### config.mk
export PLATFORM = sky130hd
export DESIGN_NAME = ext2_block_map_translator
export DESIGN_NICKNAME = d
export VERILOG_FILES = /design/src/hw/rtl/ebm_pkg.sv /design/src/hw/rtl/ebm_front.sv /design/src/hw/rtl/ebm_job_queue.sv /design/src/hw/rtl/ebm_back.sv /design/src/hw/rtl/ext2_block_map_translator.sv
export SDC_FILE = /design/constraint.sdc
export NUM_CORES = 1
export LEC_CHECK = 0
export BUFFER_PORTS_ARGS = -buffer_cell sky130_fd_sc_hd__buf_4
export CAP_MARGIN = 20
export CORE_ASPECT_RATIO = 0.8
export CORE_MARGIN = 2
export CORE_UTILIZATION = 40
export CTS_CLUSTER_SIZE = 30
export DETAILED_ROUTE_END_ITERATION = 10
export GPL_TIMING_DRIVEN = 0
export HOLD_SLACK_MARGIN = 0.05
export PLACE_DENSITY = 0.61
export SYNTH_ARGS = -nofsm -noshare
export SYNTH_HDL_FRONTEND = slang
export SYNTH_HIERARCHICAL = 1
export SYNTH_SLANG_ARGS = --single-unit
export TNS_END_PERCENT = 100
### constraint.sdc
create_clock -name clk -period 27.1 [get_ports clk]
set_input_delay 0 -clock clk [delete_from_list [all_inputs] [get_ports clk]]
set_output_delay 0 -clock clk [all_outputs]
set_load 0.01 [all_outputs]
### src/hw/rtl/ebm_pkg.sv
// Shared types and constants for the ext2 block map translator.
package ebm_pkg;

  localparam int unsigned BLOCK_BYTES     = 1024;
  localparam int unsigned SECTOR_BYTES    = 512;
  localparam int unsigned DIRECT_POINTERS = 12;
  localparam int unsigned PTRS_PER_BLOCK  = 256;
  localparam int unsigned DOUBLE_SPAN     = 65536;
  localparam int unsigned NUM_SLOTS       = 15;
  localparam int unsigned QUEUE_DEPTH_DEF = 4;

  // first block index of each indirect tier
  localparam int unsigned SINGLE_BASE = DIRECT_POINTERS;
  localparam int unsigned DOUBLE_BASE = SINGLE_BASE + PTRS_PER_BLOCK;
  localparam int unsigned TRIPLE_BASE = DOUBLE_BASE + DOUBLE_SPAN;

  localparam logic [3:0] SLOT_SINGLE = 4'd12;
  localparam logic [3:0] SLOT_DOUBLE = 4'd13;
  localparam logic [3:0] SLOT_TRIPLE = 4'd14;

  // request codes
  localparam logic [1:0] REQ_LOAD  = 2'd0;
  localparam logic [1:0] REQ_XLATE = 2'd1;
  localparam logic [1:0] REQ_RESP  = 2'd2;

  // result kinds (an out-of-range error cannot occur with 32-bit offsets)
  localparam logic [1:0] KIND_PTR  = 2'd0;
  localparam logic [1:0] KIND_DATA = 2'd1;

  typedef struct packed {
    logic [1:0]  req_type;
    logic [3:0]  slot;
    logic [31:0] word;
    logic [31:0] file_offset;
    logic [10:0] byte_count;
  } in_item_t;

  typedef struct packed {
    logic [1:0]  kind;
    logic [22:0] sector;
    logic [8:0]  sector_offset;
    logic [9:0]  length;
    logic [10:0] dest_offset;
    logic        last;
  } out_item_t;

  typedef enum logic [0:0] {
    JOB_PTR,
    JOB_DATA
  } job_kind_t;

  // one unit of work for the back end; addr is the card byte address
  typedef struct packed {
    job_kind_t   kind;
    logic [31:0] addr;
    logic [10:0] size;
    logic [10:0] dest;
    logic        last;
  } job_t;

  typedef struct packed {
    logic valid;
    job_t job;
  } job_push_t;

  typedef enum logic [1:0] {
    FS_IDLE,
    FS_PIECE,
    FS_CHASE
  } front_state_t;

  typedef enum logic [1:0] {
    BK_EMPTY,
    BK_HEAD,
    BK_TAIL
  } back_state_t;

endpackage

### src/hw/rtl/ebm_front.sv
// Front end: pointer table, request decode and indirect chase sequencer.
module ebm_front (
  input  logic                clk,
  input  logic                rst_n,
  input  logic                push,
  output logic                full,
  input  ebm_pkg::in_item_t   in_item,
  output ebm_pkg::job_push_t  q_wr,
  input  logic                q_full
);
  import ebm_pkg::*;

  front_state_t state_r, state_nxt;
  logic         phase_wait_r, phase_wait_nxt;
  logic [1:0]   levels_r, levels_nxt;
  logic [15:0]  rem_r, rem_nxt;
  logic [31:0]  block_r, block_nxt;
  logic         have_blk_r, have_blk_nxt;
  logic [31:0]  piece_off_r, piece_off_nxt;
  logic [10:0]  piece_size_r, piece_size_nxt;
  logic         second_pend_r, second_pend_nxt;
  logic [10:0]  second_size_r, second_size_nxt;
  logic [10:0]  piece_dest_r, piece_dest_nxt;
  logic [31:0]  ptab_r [NUM_SLOTS];

  logic        acc;
  logic [21:0] idx, idx1, idx2, idx3;
  logic        is_direct, is_single, is_double;
  logic [3:0]  tab_addr;
  logic [31:0] tab_rd, data_blk;
  logic [10:0] cnt_sat, pre;
  logic [11:0] blk_sum;
  logic [7:0]  part;

  assign full = (state_r != FS_IDLE);
  assign acc  = push && !full;

  // tier classification of the current piece
  assign idx       = piece_off_r[31:10];
  assign idx1      = idx - 22'(SINGLE_BASE);
  assign idx2      = idx - 22'(DOUBLE_BASE);
  assign idx3      = idx - 22'(TRIPLE_BASE);
  assign is_direct = (idx < 22'(DIRECT_POINTERS));
  assign is_single = (idx1 < 22'(PTRS_PER_BLOCK));
  assign is_double = (idx2 < 22'(DOUBLE_SPAN));

  always_comb begin
    if (is_direct) begin
      tab_addr = idx[3:0];
    end else if (is_single) begin
      tab_addr = SLOT_SINGLE;
    end else if (is_double) begin
      tab_addr = SLOT_DOUBLE;
    end else begin
      tab_addr = SLOT_TRIPLE;
    end
  end

  assign tab_rd   = ptab_r[tab_addr];
  assign data_blk = have_blk_r ? block_r : tab_rd;

  // range split at the block boundary
  assign cnt_sat = (in_item.byte_count > 11'(BLOCK_BYTES)) ? 11'(BLOCK_BYTES)
                                                           : in_item.byte_count;
  assign blk_sum = {2'b00, in_item.file_offset[9:0]} + {1'b0, cnt_sat};
  assign pre     = 11'(BLOCK_BYTES) - {1'b0, in_item.file_offset[9:0]};

  always_comb begin
    state_nxt = state_r;
    case (state_r)
      FS_IDLE: begin
        if (acc) begin
          if (in_item.req_type == REQ_XLATE && !phase_wait_r) begin
            state_nxt = FS_PIECE;
          end else if (in_item.req_type == REQ_RESP && phase_wait_r) begin
            state_nxt = (levels_r == 2'd0) ? FS_PIECE : FS_CHASE;
          end
        end
      end
      FS_PIECE: begin
        if (!q_full) begin
          if ((have_blk_r || is_direct) && second_pend_r) begin
            state_nxt = FS_PIECE;
          end else begin
            state_nxt = FS_IDLE;
          end
        end
      end
      FS_CHASE: begin
        if (!q_full) begin
          state_nxt = FS_IDLE;
        end
      end
      default: state_nxt = FS_IDLE;
    endcase
  end

  always_comb begin
    phase_wait_nxt  = phase_wait_r;
    levels_nxt      = levels_r;
    rem_nxt         = rem_r;
    block_nxt       = block_r;
    have_blk_nxt    = have_blk_r;
    piece_off_nxt   = piece_off_r;
    piece_size_nxt  = piece_size_r;
    second_pend_nxt = second_pend_r;
    second_size_nxt = second_size_r;
    piece_dest_nxt  = piece_dest_r;
    part            = '0;
    q_wr            = '0;
    case (state_r)
      FS_IDLE: begin
        if (acc) begin
          case (in_item.req_type)
            REQ_XLATE: begin
              if (!phase_wait_r) begin
                piece_off_nxt  = in_item.file_offset;
                piece_dest_nxt = '0;
                have_blk_nxt   = 1'b0;
                if (blk_sum > 12'(BLOCK_BYTES)) begin
                  piece_size_nxt  = pre;
                  second_size_nxt = cnt_sat - pre;
                  second_pend_nxt = 1'b1;
                end else begin
                  piece_size_nxt  = cnt_sat;
                  second_size_nxt = '0;
                  second_pend_nxt = 1'b0;
                end
              end
            end
            REQ_RESP: begin
              if (phase_wait_r) begin
                block_nxt    = in_item.word;
                have_blk_nxt = (levels_r == 2'd0);
              end
            end
            default: ;
          endcase
        end
      end
      FS_PIECE: begin
        if (!q_full) begin
          q_wr.valid = 1'b1;
          if (have_blk_r || is_direct) begin
            q_wr.job.kind = JOB_DATA;
            q_wr.job.addr = {data_blk[21:0], piece_off_r[9:0]};
            q_wr.job.size = piece_size_r;
            q_wr.job.dest = piece_dest_r;
            q_wr.job.last = !second_pend_r;
            if (second_pend_r) begin
              piece_off_nxt   = piece_off_r + {21'b0, piece_size_r};
              piece_dest_nxt  = piece_size_r;
              piece_size_nxt  = second_size_r;
              second_pend_nxt = 1'b0;
              have_blk_nxt    = 1'b0;
            end else begin
              phase_wait_nxt = 1'b0;
            end
          end else begin
            phase_wait_nxt = 1'b1;
            if (is_single) begin
              part       = idx1[7:0];
              levels_nxt = 2'd0;
              rem_nxt    = '0;
            end else if (is_double) begin
              part       = idx2[15:8];
              levels_nxt = 2'd1;
              rem_nxt    = {8'b0, idx2[7:0]};
            end else begin
              part       = {2'b00, idx3[21:16]};
              levels_nxt = 2'd2;
              rem_nxt    = idx3[15:0];
            end
            q_wr.job.kind = JOB_PTR;
            q_wr.job.addr = {tab_rd[21:0], part, 2'b00};
          end
        end
      end
      FS_CHASE: begin
        if (!q_full) begin
          q_wr.valid = 1'b1;
          if (levels_r == 2'd2) begin
            part       = rem_r[15:8];
            rem_nxt    = {8'b0, rem_r[7:0]};
            levels_nxt = 2'd1;
          end else begin
            part       = rem_r[7:0];
            rem_nxt    = '0;
            levels_nxt = 2'd0;
          end
          q_wr.job.kind = JOB_PTR;
          q_wr.job.addr = {block_r[21:0], part, 2'b00};
        end
      end
      default: ;
    endcase
  end

  always_ff @(posedge clk) begin
    if (!rst_n) begin
      state_r       <= FS_IDLE;
      phase_wait_r  <= 1'b0;
      levels_r      <= '0;
      have_blk_r    <= 1'b0;
      second_pend_r <= 1'b0;
    end else begin
      state_r       <= state_nxt;
      phase_wait_r  <= phase_wait_nxt;
      levels_r      <= levels_nxt;
      have_blk_r    <= have_blk_nxt;
      second_pend_r <= second_pend_nxt;
    end
  end

  always_ff @(posedge clk) begin
    rem_r         <= rem_nxt;
    block_r       <= block_nxt;
    piece_off_r   <= piece_off_nxt;
    piece_size_r  <= piece_size_nxt;
    second_size_r <= second_size_nxt;
    piece_dest_r  <= piece_dest_nxt;
  end

  // pointer table, written by load items
  always_ff @(posedge clk) begin
    if (acc && in_item.req_type == REQ_LOAD && in_item.slot < 4'(NUM_SLOTS)) begin
      ptab_r[in_item.slot] <= in_item.word;
    end
  end

endmodule

### src/hw/rtl/ebm_job_queue.sv
// Small job queue between the front end and the back end.
module ebm_job_queue #(
  parameter int unsigned DEPTH = ebm_pkg::QUEUE_DEPTH_DEF
) (
  input  logic               clk,
  input  logic               rst_n,
  input  ebm_pkg::job_push_t wr,
  output logic               q_full,
  input  logic               rd_pop,
  output logic               q_empty,
  output ebm_pkg::job_t      rd_data
);
  import ebm_pkg::*;

  localparam int unsigned AW = (DEPTH > 1) ? $clog2(DEPTH) : 1;
  localparam int unsigned CW = $clog2(DEPTH + 1);

  job_t          mem_r [DEPTH];
  logic [AW-1:0] wr_ptr_r, wr_ptr_nxt;
  logic [AW-1:0] rd_ptr_r, rd_ptr_nxt;
  logic [CW-1:0] count_r, count_nxt;
  logic          do_wr, do_rd;

  assign q_full  = (count_r == CW'(DEPTH));
  assign q_empty = (count_r == '0);
  assign do_wr   = wr.valid && !q_full;
  assign do_rd   = rd_pop && !q_empty;
  assign rd_data = mem_r[rd_ptr_r];

  always_comb begin
    wr_ptr_nxt = wr_ptr_r;
    rd_ptr_nxt = rd_ptr_r;
    count_nxt  = count_r;
    if (do_wr) begin
      wr_ptr_nxt = (wr_ptr_r == AW'(DEPTH - 1)) ? '0 : wr_ptr_r + 1'b1;
    end
    if (do_rd) begin
      rd_ptr_nxt = (rd_ptr_r == AW'(DEPTH - 1)) ? '0 : rd_ptr_r + 1'b1;
    end
    if (do_wr && !do_rd) begin
      count_nxt = count_r + 1'b1;
    end else if (do_rd && !do_wr) begin
      count_nxt = count_r - 1'b1;
    end
  end

  always_ff @(posedge clk) begin
    if (!rst_n) begin
      wr_ptr_r <= '0;
      rd_ptr_r <= '0;
      count_r  <= '0;
    end else begin
      wr_ptr_r <= wr_ptr_nxt;
      rd_ptr_r <= rd_ptr_nxt;
      count_r  <= count_nxt;
    end
  end

  always_ff @(posedge clk) begin
    if (do_wr) begin
      mem_r[wr_ptr_r] <= wr.job;
    end
  end

endmodule

### src/hw/rtl/ebm_back.sv
// Back end: expands jobs into result items, splitting data at sector edges.
module ebm_back (
  input  logic                clk,
  input  logic                rst_n,
  input  ebm_pkg::job_t       q_rd_data,
  input  logic                q_empty,
  output logic                q_pop,
  output logic                empty,
  input  logic                pop,
  output ebm_pkg::out_item_t  out_item
);
  import ebm_pkg::*;

  back_state_t state_r, state_nxt;
  job_t        job_r;
  out_item_t   out_r, res;
  logic        out_valid_r;

  logic [8:0]  off;
  logic [22:0] sec;
  logic        split;
  logic [9:0]  pre;
  logic [10:0] tail_len;
  logic        out_free, fire, job_done;

  assign off      = job_r.addr[8:0];
  assign sec      = job_r.addr[31:9];
  assign split    = ({3'b000, off} + {1'b0, job_r.size}) > 12'(SECTOR_BYTES);
  assign pre      = 10'(SECTOR_BYTES) - {1'b0, off};
  assign tail_len = job_r.size - {1'b0, pre};

  assign out_free = !out_valid_r || pop;
  assign fire     = (state_r != BK_EMPTY) && out_free;
  assign job_done = fire && (state_r == BK_TAIL || job_r.kind == JOB_PTR || !split);
  assign q_pop    = !q_empty && (state_r == BK_EMPTY || job_done);

  always_comb begin
    state_nxt = state_r;
    case (state_r)
      BK_EMPTY: begin
        if (q_pop) begin
          state_nxt = BK_HEAD;
        end
      end
      BK_HEAD, BK_TAIL: begin
        if (q_pop) begin
          state_nxt = BK_HEAD;
        end else if (job_done) begin
          state_nxt = BK_EMPTY;
        end else if (fire) begin
          state_nxt = BK_TAIL;
        end
      end
      default: state_nxt = BK_EMPTY;
    endcase
  end

  always_comb begin
    res = '0;
    case (state_r)
      BK_HEAD: begin
        if (job_r.kind == JOB_PTR) begin
          res.kind          = KIND_PTR;
          res.sector        = sec;
          res.sector_offset = off;
          res.length        = 10'd4;
        end else begin
          res.kind          = KIND_DATA;
          res.sector        = sec;
          res.sector_offset = off;
          res.length        = split ? pre : job_r.size[9:0];
          res.dest_offset   = job_r.dest;
          res.last          = split ? 1'b0 : job_r.last;
        end
      end
      BK_TAIL: begin
        res.kind          = KIND_DATA;
        res.sector        = sec + 23'd1;
        res.sector_offset = '0;
        res.length        = tail_len[9:0];
        res.dest_offset   = job_r.dest + {1'b0, pre};
        res.last          = job_r.last;
      end
      default: res = '0;
    endcase
  end

  always_ff @(posedge clk) begin
    if (!rst_n) begin
      state_r     <= BK_EMPTY;
      out_valid_r <= 1'b0;
    end else begin
      state_r <= state_nxt;
      if (fire) begin
        out_valid_r <= 1'b1;
      end else if (pop) begin
        out_valid_r <= 1'b0;
      end
    end
  end

  always_ff @(posedge clk) begin
    if (q_pop) begin
      job_r <= q_rd_data;
    end
    if (fire) begin
      out_r <= res;
    end
  end

  assign empty    = !out_valid_r;
  assign out_item = out_r;

endmodule

### src/hw/rtl/ext2_block_map_translator.sv
// Top level of the ext2 block map translator: front end, job queue, back end.
// A result passes the front state, queue, back-end job and output registers in turn.
// Throughput: a load is taken without holding full; a translate or response holds full
//   while its one or two jobs go out, one job per cycle while the queue is not full.
// The back end gives one result per cycle while results are popped; a data job crossing a sector gives two.
// Reset (rst_n low, synchronous) empties queue and output; the table is not cleared.
module ext2_block_map_translator #(
  parameter int unsigned QUEUE_DEPTH = ebm_pkg::QUEUE_DEPTH_DEF
) (
  input  logic                clk,
  input  logic                rst_n,
  input  logic                push,
  output logic                full,
  input  ebm_pkg::in_item_t   in_item,
  output logic                empty,
  input  logic                pop,
  output ebm_pkg::out_item_t  out_item
);
  import ebm_pkg::*;

  // front -> queue transfer of jobs
  job_push_t q_wr;
  logic      q_full;

  // queue -> back
  job_t      q_rd_data;
  logic      q_empty;
  logic      q_pop;

  // The front end decodes every item, owns the pointer table and the chase
  // state (phase, levels left, remaining index, pending second piece). It
  // turns each resolved piece or pointer fetch into one job.
  ebm_front u_front (
    .clk     (clk),
    .rst_n   (rst_n),
    .push    (push),
    .full    (full),
    .in_item (in_item),
    .q_wr    (q_wr),
    .q_full  (q_full)
  );

  // Decouples front and back so a stalled result consumer does not block
  // chase state updates until the queue fills.
  ebm_job_queue #(
    .DEPTH (QUEUE_DEPTH)
  ) u_queue (
    .clk     (clk),
    .rst_n   (rst_n),
    .wr      (q_wr),
    .q_full  (q_full),
    .rd_pop  (q_pop),
    .q_empty (q_empty),
    .rd_data (q_rd_data)
  );

  // The back end converts byte addresses to sector/offset and splits data
  // reads at the 512-byte sector boundary into a registered output.
  ebm_back u_back (
    .clk       (clk),
    .rst_n     (rst_n),
    .q_rd_data (q_rd_data),
    .q_empty   (q_empty),
    .q_pop     (q_pop),
    .empty     (empty),
    .pop       (pop),
    .out_item  (out_item)
  );

  // output register is empty right after reset
  a_reset_empty: assert property (@(posedge clk) !rst_n |=> empty)
    else $error("result port not empty after reset");

  // front never pushes a job into a full queue
  a_no_overflow: assert property (@(posedge clk) disable iff (!rst_n)
    q_wr.valid |-> !q_full)
    else $error("job pushed into full queue");

  // back never pops an empty queue
  a_no_underflow: assert property (@(posedge clk) disable iff (!rst_n)
    q_pop |-> !q_empty)
    else $error("job popped from empty queue");

  // a data command never runs past its sector
  a_sector_bound: assert property (@(posedge clk) disable iff (!rst_n)
    (!empty && out_item.kind == KIND_DATA) |->
      (({2'b00, out_item.sector_offset} + {1'b0, out_item.length}) <= 11'(SECTOR_BYTES)))
    else $error("data command crosses a sector boundary");

endmodule
==> results.sh <==
export IMPL_gr_total_overflow=0
export IMPL_crit_fanout=10
export IMPL_synth_ff_type="edfxtp_1"
export IMPL_clk_pin_slew_ps=60
export IMPL_finalHoldViolCount=0
export IMPL_initial_core_util=0.4029
export IMPL_cts_root_buf="clkbuf_16"
export IMPL_hpwlAfterDp_um=64690
export IMPL_crit_buf_inv=4
export IMPL_status="finished, final reports clean"
export IMPL_yosys_warnings=6
export IMPL_post_cts_buffers=0
export IMPL_grt_usage=0.1964
export IMPL_dr_pass1_iters=7
export IMPL_synth_cell_types=95
export IMPL_syn_area_mm2=0.03596
export IMPL_drt_initial_drc_count=2644
export IMPL_hold_slack_ps=93.60
export IMPL_synth_area_per_cell_um2=14.31
export IMPL_rows=98
export IMPL_drive_gt1_frac=0.1545
export IMPL_post_cts_resized=0
export IMPL_rr_worst_depth=10
export IMPL_final_nets=3016
export IMPL_core_mm2=0.08927
export IMPL_antenna_found_initial=0
export IMPL_finalCriticalPeriod_ps=5233
export IMPL_worst_slack_ps=21870
export IMPL_ant_nets=0
export IMPL_synthesis_nets=2684
export IMPL_yosysSeqAreaShare=0.6519
export IMPL_cp_slowest_stage_delay_ps=950
export IMPL_grt_pass1_vias=22480
export IMPL_io_pins=143
export IMPL_drt_total_wl_um=91900
export IMPL_cts_tree="built"
export IMPL_slew_viol_final=0
export IMPL_fin_setup_tns_ps=0
export IMPL_cp_start_kind="register"
export IMPL_clk_path_buf_depth=3
export IMPL_fin_util=0.4765
export IMPL_die_h_um=272.2
export IMPL_grt_start_max_net_pins=57
export IMPL_area_growth_pct=18.29
export IMPL_max_cap_violations=0
export IMPL_required_ps=27370
export IMPL_skew_ps=23.73
export IMPL_setup_viol=0
export IMPL_power_mw=3.834
export IMPL_vias_per_cell=5.602
export IMPL_slew_headroom=0.2427
export IMPL_cts_sinks=787
export IMPL_crit_slowest_cell="a311oi_1"
export IMPL_gp_congestion=0.8936
export IMPL_die_area_mm2=0.09233
export IMPL_irDropWorstVdd_mv=0.06482
export IMPL_hold_depth=5
export IMPL_io_buffers=131
export IMPL_synth_edf_count=768
export IMPL_worstMarginPinSlew_ps=1128
export IMPL_wl_per_cell_um=22.34
export IMPL_num_vias=23050
export IMPL_max_freq_mhz=191.1
export IMPL_hold_class="in -> reg"
export IMPL_async_reset_ff_frac=0
export IMPL_power_density_mw_per_mm2=90.13
export IMPL_r2r_setup_slack_ps=21870
export IMPL_ys_seq_elements=787
export IMPL_worst_path_most_repeated_cell="buf_1"
export IMPL_worstSetupEndpointType="register"
export IMPL_rsz0062_at_grt="no"
export IMPL_leakage_nw=14.80
export IMPL_period_share=0.1931
export IMPL_crit_chain="ha_1 -> buf_1 -> nor4_1 -> nand2b_1 -> clkbuf_1 -> buf_2 -> buf_1 -> nand2_1 -> o221a_2 -> a311oi_1"
export IMPL_pre_cts_ws_ps=21860
export IMPL_drc=0
export IMPL_fill_cells=7750
export IMPL_cts_buffers=81
export IMPL_critPathTopFamily="buffers and inverters"
export IMPL_path_depth=10
export IMPL_synthCells=2513
export IMPL_arrival_ps=5510
export IMPL_crit_type="reg -> reg"
export IMPL_grt_pass1_wl_um=138100
export IMPL_cts_htree_levels=3
export IMPL_clkLatencyLatePin_ps=640
export IMPL_die_x_um=339.2
-- synth_stat cells (14+ instances only) --
cell type,instances,area share
nand4_1,25,0.0043
o22ai_1,19,0.0033
nand2_1,146,0.015
inv_1,73,0.0076
xor2_1,32,0.0078
nor3_1,39,0.0054
nand2b_1,26,0.0045
o21ai_0,116,0.016
a21oi_1,123,0.017
and3_1,64,0.011
clkbuf_1,95,0.0099
mux2_2,21,0.0066
nand3_1,42,0.0058
a222oi_1,14,0.0039
nor2_1,130,0.014
a211o_1,23,0.0056
a31oi_1,18,0.0031
a221oi_1,15,0.0037
ha_1,79,0.027
mux2i_1,151,0.042
a21o_1,20,0.0042
xnor2_1,45,0.011
mux2_1,15,0.0047
edfxtp_1,768,0.64
a311oi_1,20,0.0049
nor2b_1,24,0.0042
mux4_2,56,0.035
and2_1,32,0.0056
dfxtp_1,19,0.011
-- path summary, 6_finish.rpt --
path / end / start
worst max-delay path: u_queue/mem_r[1][53] / u_front/piece_off_r[12]
worst min-delay path: u_front/block_r[21] / in_item[79]
worst max register to register: u_queue/mem_r[1][53] / u_front/piece_off_r[12]
worst min register to register: u_queue/wr_ptr_r[0] / u_queue/wr_ptr_r[0]
-- registers in the layout (all words and copies together), names as in the netlist, 3 cells and up, named ones only --
name	cells
u_back/job_r	56
u_back/out_item	55
u_front/block_r	22
u_front/piece_dest_r	11
u_front/piece_off_r	32
u_front/piece_size_r	11
u_front/ptab_r	330
u_front/rem_r	16
u_front/second_size_r	11
u_queue/count_r	3
u_queue/mem_r	224
-- placed cells by master, fill, tap and decap left out, types with 28 or more instances in the layout --
cell type and n:
a21oi_1 123, and2_1 28, and3_1 64, buf_4 141
clkbuf_1 115, clkbuf_16 83, dlygate4sd3_1 88, edfxtp_1 768
ha_1 79, inv_1 73, mux2i_1 151, mux4_2 56
nand2_1 146, nand3_1 42, nor2_1 118, nor3_1 34
o21ai_0 116, xnor2_1 45, xor2_1 32
-- stage by stage --
| step | instances | instance area (µm²) |
|---|---|---|
| global placement | 3844 | 38450 |
| CTS | 4109 | 42510 |
| detailed placement | 3870 | 38960 |
| finish | 4114 | 42540 |
| floorplan | 2513 | 35960 |
| global route | 4113 | 42530 |
-- final cells by class --
| type | instances | area, µm² | area share |
|---|---|---|---|
| diodes | 1 | 2.502 | 0.00005883 |
| repair buffers | 249 | 2305 | 0.05418 |
| inverters | 74 | 277.8 | 0.006530 |
| plain buffers | 133 | 650.6 | 0.01530 |
| well taps | 1200 | 1501 | 0.03530 |
| flip-flops and latches | 787 | 23440 | 0.5511 |
| clock inverters | 42 | 432.9 | 0.01018 |
| multi-input cells | 1519 | 11690 | 0.2748 |
| clock buffers | 109 | 2235 | 0.05253 |
-- repair_timing --
action | CTS | global route
endpoints found under the setup margin | 0 | 0
hold buffers | 88 | 0
endpoints found under the hold margin | 531 | 0
-- tightest hold or removal path, stage by stage --
cell and delay (ps):
buf_4 120, inv_1 60, ha_1 240, nand2_1 90, nor3_2 50
-- cells by family after synthesis --
family,count (synthesis),share of synthesized area
xor+xnor,77,0.01875
mux,244,0.08879
buf+inv,207,0.02582
flops,787,0.6519
other cells,1,0.0001043
simple gates,606,0.08723
fa+ha+maj,86,0.03138
compound gates,505,0.09603
-- layer usage --
layer  track usage  vias up  part of all wire
met2        0.2911      978              0.43
li1              -    10480                 -
met1        0.2973    11470              0.47
met4       0.04669        0             0.018
met3       0.03818      120             0.083
met5             0        -                 0
-- power breakdown --
group / internal (mW) / switching (mW) / total (mW)
clock network: 0.649 / 0.464 / 1.11
logic: 0.428 / 0.670 / 1.10
registers: 1.53 / 0.0957 / 1.62
Power figures use the tool's default switching activity.
